[config.mk]
export PLATFORM = sky130hd
export DESIGN_NAME = rgb_to_hsv_converter
export DESIGN_NICKNAME = d
export VERILOG_FILES = /design/src/rtl/rgbhsv_pkg.sv /design/src/rtl/rgb_to_hsv_converter.sv
export SDC_FILE = /design/constraint.sdc
export NUM_CORES = 1
export LEC_CHECK = 0
export BUFFER_PORTS_ARGS = -buffer_cell sky130_fd_sc_hd__clkbuf_2
export CAP_MARGIN = 15
export CORE_ASPECT_RATIO = 0.75
export CORE_MARGIN = 5
export CORE_UTILIZATION = 35
export CTS_CLUSTER_SIZE = 10
export DETAILED_ROUTE_END_ITERATION = 16
export GPL_ROUTABILITY_DRIVEN = 0
export GPL_TIMING_DRIVEN = 0
export PLACE_DENSITY = 0.6
export RECOVER_POWER = 100
export SLEW_MARGIN = 30
export SYNTH_ARGS = -nofsm -noshare
export SYNTH_HDL_FRONTEND = slang
export SYNTH_SLANG_ARGS = --single-unit
[constraint.sdc]
create_clock -name i_clk -period 22.4 [get_ports i_clk]
set_input_delay 3.36 -clock i_clk [delete_from_list [all_inputs] [get_ports i_clk]]
set_output_delay 3.36 -clock i_clk [all_outputs]
set_load 0.01 [all_outputs]
[src/rtl/rgbhsv_pkg.sv]
// ----------------------------------------------------------------------------
// rgbhsv_pkg
// Shared widths, constants, types and divider step functions for the
// RGB to HSV converter.
// ----------------------------------------------------------------------------
`default_nettype none

package rgbhsv_pkg;

    // component width and derived widths
    localparam int CW     = 8;
    localparam int NW     = CW + 3;       // hue numerator before scaling, < 6*2^CW
    localparam int DVD_W  = CW + 15;      // dividend width of both divides
    localparam int QW     = 16;           // quotient bits produced per divide
    localparam int HW     = 15;           // hue width
    localparam int SW     = 16;           // saturation width
    localparam int SAT_SH = 15;           // Q1.15 scaling

    // 60 degrees in 1/64 degree units
    localparam logic [DVD_W-1:0] HUE_SIXTH = DVD_W'(3840);

    // divider pipeline: bits resolved per stage and number of stages
    localparam int DIV_STEPS = 4;
    localparam int NSTG      = QW / DIV_STEPS;

    // partial remainder plus a shift register that trades dividend bits
    // for quotient bits
    typedef struct packed {
        logic [CW-1:0] rem;
        logic [QW-1:0] lq;
    } t_div_ch;

    // one word in flight through the divider stages
    typedef struct packed {
        t_div_ch       hch;
        t_div_ch       sch;
        logic [CW-1:0] hdiv;
        logic [CW-1:0] sdiv;
        logic          hzero;
        logic          szero;
        logic [CW-1:0] bright;
    } t_dv;

    // one restoring divide step
    function automatic t_div_ch div_step(t_div_ch c, logic [CW-1:0] dv);
        logic [CW:0] sh;
        t_div_ch     o;
        sh   = {c.rem, c.lq[QW-1]};
        o.lq = {c.lq[QW-2:0], 1'b0};
        if (sh >= {1'b0, dv}) begin
            o.rem   = CW'(sh - {1'b0, dv});
            o.lq[0] = 1'b1;
        end else begin
            o.rem = sh[CW-1:0];
        end
        return o;
    endfunction

    // DIV_STEPS steps on both the hue and the saturation divide
    function automatic t_dv div_stage(t_dv w);
        t_dv o;
        o = w;
        for (int j = 0; j < DIV_STEPS; j++) begin
            o.hch = div_step(o.hch, o.hdiv);
            o.sch = div_step(o.sch, o.sdiv);
        end
        return o;
    endfunction

endpackage

`default_nettype wire

[src/rtl/rgb_to_hsv_converter.sv]
// ----------------------------------------------------------------------------
// rgb_to_hsv_converter
// Fully pipelined 8-bit RGB to HSV pixel converter, one pixel per clock.
// ----------------------------------------------------------------------------
// A pixel word is taken on every clock where start is high; busy is always
// low, so the block accepts one word per cycle with no gaps. Each result word
// appears on o_hue/o_saturation/o_brightness for one cycle with o_valid high,
// after passing through one input register, one max/min and
// sector stage, one numerator stage, four divider stages (four quotient bits
// each, restoring division shared in form by the hue and saturation divides)
// and one output register. The divider stage count is set by the 16-bit
// quotient width. Results come out in input order and the receiver cannot
// stall them. Hue is in 1/64 degree (0..23039), saturation is delta/max in
// unsigned Q1.15 (32768 = 1.0), brightness is the max component byte.
// Grey pixels give hue 0; black pixels give saturation 0.
// ----------------------------------------------------------------------------
`default_nettype none

module rgb_to_hsv_converter (
    input  wire logic        i_clk,
    input  wire logic        i_rst_n,
    input  wire logic        start,
    output logic             busy,
    input  wire logic [7:0]  i_red,
    input  wire logic [7:0]  i_green,
    input  wire logic [7:0]  i_blue,
    output logic             o_valid,
    output logic [14:0]      o_hue,
    output logic [15:0]      o_saturation,
    output logic [7:0]       o_brightness
);

    localparam int CW       = rgbhsv_pkg::CW;
    localparam int NW       = rgbhsv_pkg::NW;
    localparam int DVD_W    = rgbhsv_pkg::DVD_W;
    localparam int QW       = rgbhsv_pkg::QW;
    localparam int HW       = rgbhsv_pkg::HW;
    localparam int SW       = rgbhsv_pkg::SW;
    localparam int NSTG     = rgbhsv_pkg::NSTG;
    localparam int PIPE_LAT = NSTG + 4;

    // never stalls
    assign busy = 1'b0;

    // ------------------------------------------------------------------
    // Stage 0: input register
    // ------------------------------------------------------------------
    logic          r_s0_vld;
    logic [CW-1:0] r_s0_r, r_s0_g, r_s0_b;

    // ------------------------------------------------------------------
    // Stage 1: max, min, delta and hue sector numerator (in units of d/6)
    // ------------------------------------------------------------------
    logic          r_s1_vld;
    logic [NW-1:0] r_s1_n;     // sector*d + signed diff, always >= 0
    logic [CW-1:0] r_s1_d;
    logic [CW-1:0] r_s1_mx;

    logic          red_max, green_max;
    logic [CW-1:0] mx, mn, dl;
    logic [NW:0]   diff;       // signed, one bit wider than n
    logic [NW:0]   d_ext;
    logic [NW:0]   n_num;

    always_comb begin
        // ties go to red, then green
        red_max   = (r_s0_r >= r_s0_g) && (r_s0_r >= r_s0_b);
        green_max = !red_max && (r_s0_g >= r_s0_b);
        if (red_max) begin
            mx = r_s0_r;
        end else if (green_max) begin
            mx = r_s0_g;
        end else begin
            mx = r_s0_b;
        end
        mn = r_s0_r;
        if (r_s0_g < mn) begin
            mn = r_s0_g;
        end
        if (r_s0_b < mn) begin
            mn = r_s0_b;
        end
        dl    = mx - mn;
        d_ext = (NW+1)'(dl);
        if (red_max) begin
            diff  = (NW+1)'(r_s0_g) - (NW+1)'(r_s0_b);
            // floored modulo 6: wrap negative offsets by one full turn
            n_num = diff[NW] ? diff + (d_ext << 2) + (d_ext << 1) : diff;
        end else if (green_max) begin
            diff  = (NW+1)'(r_s0_b) - (NW+1)'(r_s0_r);
            n_num = diff + (d_ext << 1);
        end else begin
            diff  = (NW+1)'(r_s0_r) - (NW+1)'(r_s0_g);
            n_num = diff + (d_ext << 2);
        end
    end

    // ------------------------------------------------------------------
    // Stage 2: scale numerators, load divider stage 0
    //   hue: (n*3840) / d      sat: (d << 15) / max
    // Top QW-free bits start the remainder; both quotients fit in QW bits.
    // ------------------------------------------------------------------
    rgbhsv_pkg::t_dv r_dv [0:NSTG];
    rgbhsv_pkg::t_dv n_dv [1:NSTG];
    logic [NSTG:0]   r_dv_vld;

    logic [DVD_W-1:0] hue_dvd, sat_dvd;
    rgbhsv_pkg::t_dv  n_dv0;

    always_comb begin
        hue_dvd         = DVD_W'(r_s1_n) * rgbhsv_pkg::HUE_SIXTH;
        sat_dvd         = DVD_W'(r_s1_d) << rgbhsv_pkg::SAT_SH;
        n_dv0.hch.rem   = CW'(hue_dvd[DVD_W-1:QW]);
        n_dv0.hch.lq    = hue_dvd[QW-1:0];
        n_dv0.sch.rem   = CW'(sat_dvd[DVD_W-1:QW]);
        n_dv0.sch.lq    = sat_dvd[QW-1:0];
        n_dv0.hdiv      = r_s1_d;
        n_dv0.sdiv      = r_s1_mx;
        n_dv0.hzero     = (r_s1_d == '0);
        n_dv0.szero     = (r_s1_mx == '0);
        n_dv0.bright    = r_s1_mx;
    end

    // ------------------------------------------------------------------
    // Divider stages: DIV_STEPS quotient bits each
    // ------------------------------------------------------------------
    for (genvar k = 0; k < NSTG; k++) begin : g_div
        assign n_dv[k+1] = rgbhsv_pkg::div_stage(r_dv[k]);
    end

    // ------------------------------------------------------------------
    // Output stage
    // ------------------------------------------------------------------
    logic          r_out_vld;
    logic [HW-1:0] r_hue;
    logic [SW-1:0] r_sat;
    logic [CW-1:0] r_bri;

    // control: valid bits
    always_ff @(posedge i_clk) begin
        if (!i_rst_n) begin
            r_s0_vld  <= 1'b0;
            r_s1_vld  <= 1'b0;
            r_dv_vld  <= '0;
            r_out_vld <= 1'b0;
        end else begin
            r_s0_vld  <= start && !busy;
            r_s1_vld  <= r_s0_vld;
            r_dv_vld  <= {r_dv_vld[NSTG-1:0], r_s1_vld};
            r_out_vld <= r_dv_vld[NSTG];
        end
    end

    // payload
    always_ff @(posedge i_clk) begin
        r_s0_r  <= i_red;
        r_s0_g  <= i_green;
        r_s0_b  <= i_blue;
        r_s1_n  <= n_num[NW-1:0];
        r_s1_d  <= dl;
        r_s1_mx <= mx;
        r_dv[0] <= n_dv0;
        for (int k = 1; k <= NSTG; k++) begin
            r_dv[k] <= n_dv[k];
        end
        r_hue <= r_dv[NSTG].hzero ? '0 : r_dv[NSTG].hch.lq[HW-1:0];
        r_sat <= r_dv[NSTG].szero ? '0 : r_dv[NSTG].sch.lq[SW-1:0];
        r_bri <= r_dv[NSTG].bright;
    end

    assign o_valid      = r_out_vld;
    assign o_hue        = r_hue;
    assign o_saturation = r_sat;
    assign o_brightness = r_bri;

`ifndef SYNTHESIS
    a_latency: assert property (@(posedge i_clk) disable iff (!i_rst_n)
        (start && !busy) |-> ##PIPE_LAT o_valid)
        else $error("result word missing at pipeline latency");

    a_black: assert property (@(posedge i_clk) disable iff (!i_rst_n)
        (o_valid && o_brightness == '0) |-> (o_saturation == '0 && o_hue == '0))
        else $error("black pixel with nonzero hue or saturation");

    a_hue_range: assert property (@(posedge i_clk) disable iff (!i_rst_n)
        o_valid |-> (o_hue < HW'(23040)))
        else $error("hue out of range");

    a_sat_range: assert property (@(posedge i_clk) disable iff (!i_rst_n)
        o_valid |-> (o_saturation <= SW'(32768)))
        else $error("saturation above one");
`endif

endmodule

`default_nettype wire

==> run summary <==
Outcome - finished clean
Via count - 19070
Worst-path clk slew - 0.05 ns
Pre-CTS WS - 12.69 ns
Largest net degree at the start of global routing - 12
Slew margin rel. - 2.799%
Die Y - 235.8 um
WP data required - 22.84 ns
Commonest non-fill, non-tap cell in the layout - dfxtp_1
Worst Clk Skew - 0.01167 ns
Netlist Area Pre-Place - 23780 sq um
Synth top area cells - dfxtp_1 27%, ha_1 17%, xnor2_1 4.2%
Yosys warns - 0
Diode count - 0
Tightest Hold Check Type - flop to flop
I/O pin count - 68
Avg Cell Area, Syn - 8.828 sq um
Worst-margin pin slew - 1.458 ns
Setup WS post-layout - 11.47 ns
Unique masters post-synth - 94
TritonRoute pass-1 iters - 5
Synth top area share - 27.19%
Finished Core Util - 39.05%
CORE AREA - 67100 sq um
Cell mode on critical path - a21oi_1
Async set or reset register ratio after synthesis - 0%
Hpwl dp - 45.71 mm
IO Port Bufs - 66
GRT Total Usage - 15.30%
Via count of the first global-routing pass - 18290
Final hold viol count - 0
Post-route setup TNS - 0 ns
Sequential area share after synthesis - 27.19%
CTS tree - built
Most frequent cells in the layout - 323 x dfxtp_1, 322 x ha_1, 217 x inv_1, 216 x nor2_1, 182 x a21oi_1
DR vias/cell - 5.157
WL/cell - 15.47 um
H-tree Lvls - 2
GRT met3 Usage - 2.315%
Starting Density - 35.44%
Number of DRC markers in iteration 0 - 1277
Total congestion overflow - 0
Syn Nets - 3092
Unrepaired setup endpoints after global routing - false
Die X - 311 um
Cts bufs inserted - 40
GRT met1 Usage - 23.57%
Area of the die - 73320 sq um
Initial antenna violation count - 0
Clock sinks - 323
Grt met2 use - 22.38%
Crit path max fanout - 10
DR DRC count - 0
Post-CTS Repair Setup Buffers - 0
Tmin final - 10.93 ns
Arr. time, crit path - 11.37 ns
Final setup fails - 0
Clock latency on the worst-skew pair - 0.56 ns
Clk buf depth - 3
FMAX - 91.47 MHz
Worst path max stage delay - 1.11 ns
Mapped Cells - 2694
Row cnt - 82
Placement Cell Area - 25220 sq um
Cell taking the most area after synthesis - dfxtp_1
Layout cells sized above 1 - 6.747%
Crit Path Category - flop to flop
Crit end category - flop
DRT antenna net count - 0
Post-CTS sizing - 0
Root buffer cell - clkbuf_16
Gr busiest metal - met1
Register bit count reported by yosys - 323
Critical-path top delay cell - nor3b_1
Total Wirelength - 57.19 mm
First-pass GRT wire length - 94.32 mm
Final Net Count - 3200
CP Launch Type - flop
Max-Cap Viols - 0
Tcrit/Tclk final - 48.81%
Synth Flop Type - dfxtp_1
Post-CTS Hold Fix Bufs - 0
Fin area - 26200 sq um
Layout overhead on the synthesized area - 10.18%
Max-slew violation count - 0
Number of synthesized flops with an enable pin - 0
## cell type report
type                            instances  area [sq um]
Fill cell                            6915         40900
Multi-Input combinational cell       2109         16220
Sequential cell                       323          6466
Tap cell                              882          1104
Clock buffer                           50          1079
Inverter                              219         822.0
Timing Repair Buffer                   66         277.8
Buffer                                 43         168.9
Clock inverter                          6         70.07
## metrics by stage
step	instances	hold slack [ns]
after floorplan	2694	0.3096
after global placement	3642	0.3105
after detailed placement	3642	0.3121
after CTS	3698	0.3234
after global routing	3698	0.3266
final	3698	0.3186
## worst max-delay path: cells and delay by family (launching register included)
kind | cells | cell delay (ns)
compound gates | 14 | 3.70
fa+ha+maj | 4 | 1.39
flops | 1 | 0.45
simple gates | 8 | 2.84
buf+inv | 4 | 1.18
mux | 3 | 1.26
## cells in the mapped netlist (all sizes together) (5+ instances only)
cell type / count
dfxtp: 323
ha: 322
inv: 218
nor2: 216
a21oi: 182
o21ai: 167
nand2: 125
xnor2: 114
mux2: 82
nor2b: 82
nor3: 79
o21a: 71
xor2: 62
a21o: 55
fa: 49
nand2b: 46
mux2i: 34
and3: 27
or2: 25
clkbuf: 24
nand3: 24
nand4: 24
o31a: 23
or3: 23
and2: 20
o31ai: 20
buf: 19
o21bai: 19
a211oi: 17
a221o: 17
o211ai: 15
or4: 12
a21boi: 11
a31oi: 11
and4: 11
o2111ai: 10
nor3b: 9
a211o: 8
o22ai: 7
a221oi: 6
o311a: 6
a41o: 5
a41oi: 5
or4b: 5
## path summary, 6_finish.rpt
kind,from,end,slack [ns],depth (start not counted)
worst max-delay path,r_dv[0][11],r_dv[0][122],11.47,33
worst min-delay path,r_dv[0][200],r_dv[0][278],0.32,0
worst min register to register,r_dv[0][200],r_dv[0][278],0.32,0
worst max register to register,r_dv[0][11],r_dv[0][122],11.47,33
## cells by family after synthesis
logic type	count (synthesis)	share of synthesized area [%]
AND/OR/NAND/NOR	743	16.02
adder cells (fa/ha/maj)	371	21.06
multiplexers	116	5.503
XOR/XNOR	176	6.481
buffers and inverters	262	4.251
other	1	0.01577
AO/OA/AOI/OAI	702	19.48
flip-flops	323	27.19
## routing by layer
| layer | up-vias | wire length [um] |
|---|---|---|
| li1 | 9891 | - |
| met1 | 8727 | 30960 |
| met2 | 397 | 22330 |
| met3 | 57 | 2982 |
| met4 | 0 | 922 |
| met5 | - | 0 |
## sequential cells by signal, summed over array words and instances (netlist names)
register	flops
r_dv	225
o_saturation	16
o_hue	15
r_s1_n	11
o_brightness	8
r_s0_b	8
r_s0_g	8
r_s0_r	8
r_s1_d	8
r_s1_mx	8
r_dv_vld	5
o_valid	1
r_s0_vld	1
r_s1_vld	1
Power is left out: the tool's default activity adds up to more than one toggle a clock period on the data nets, which glitch-free logic cannot reach.
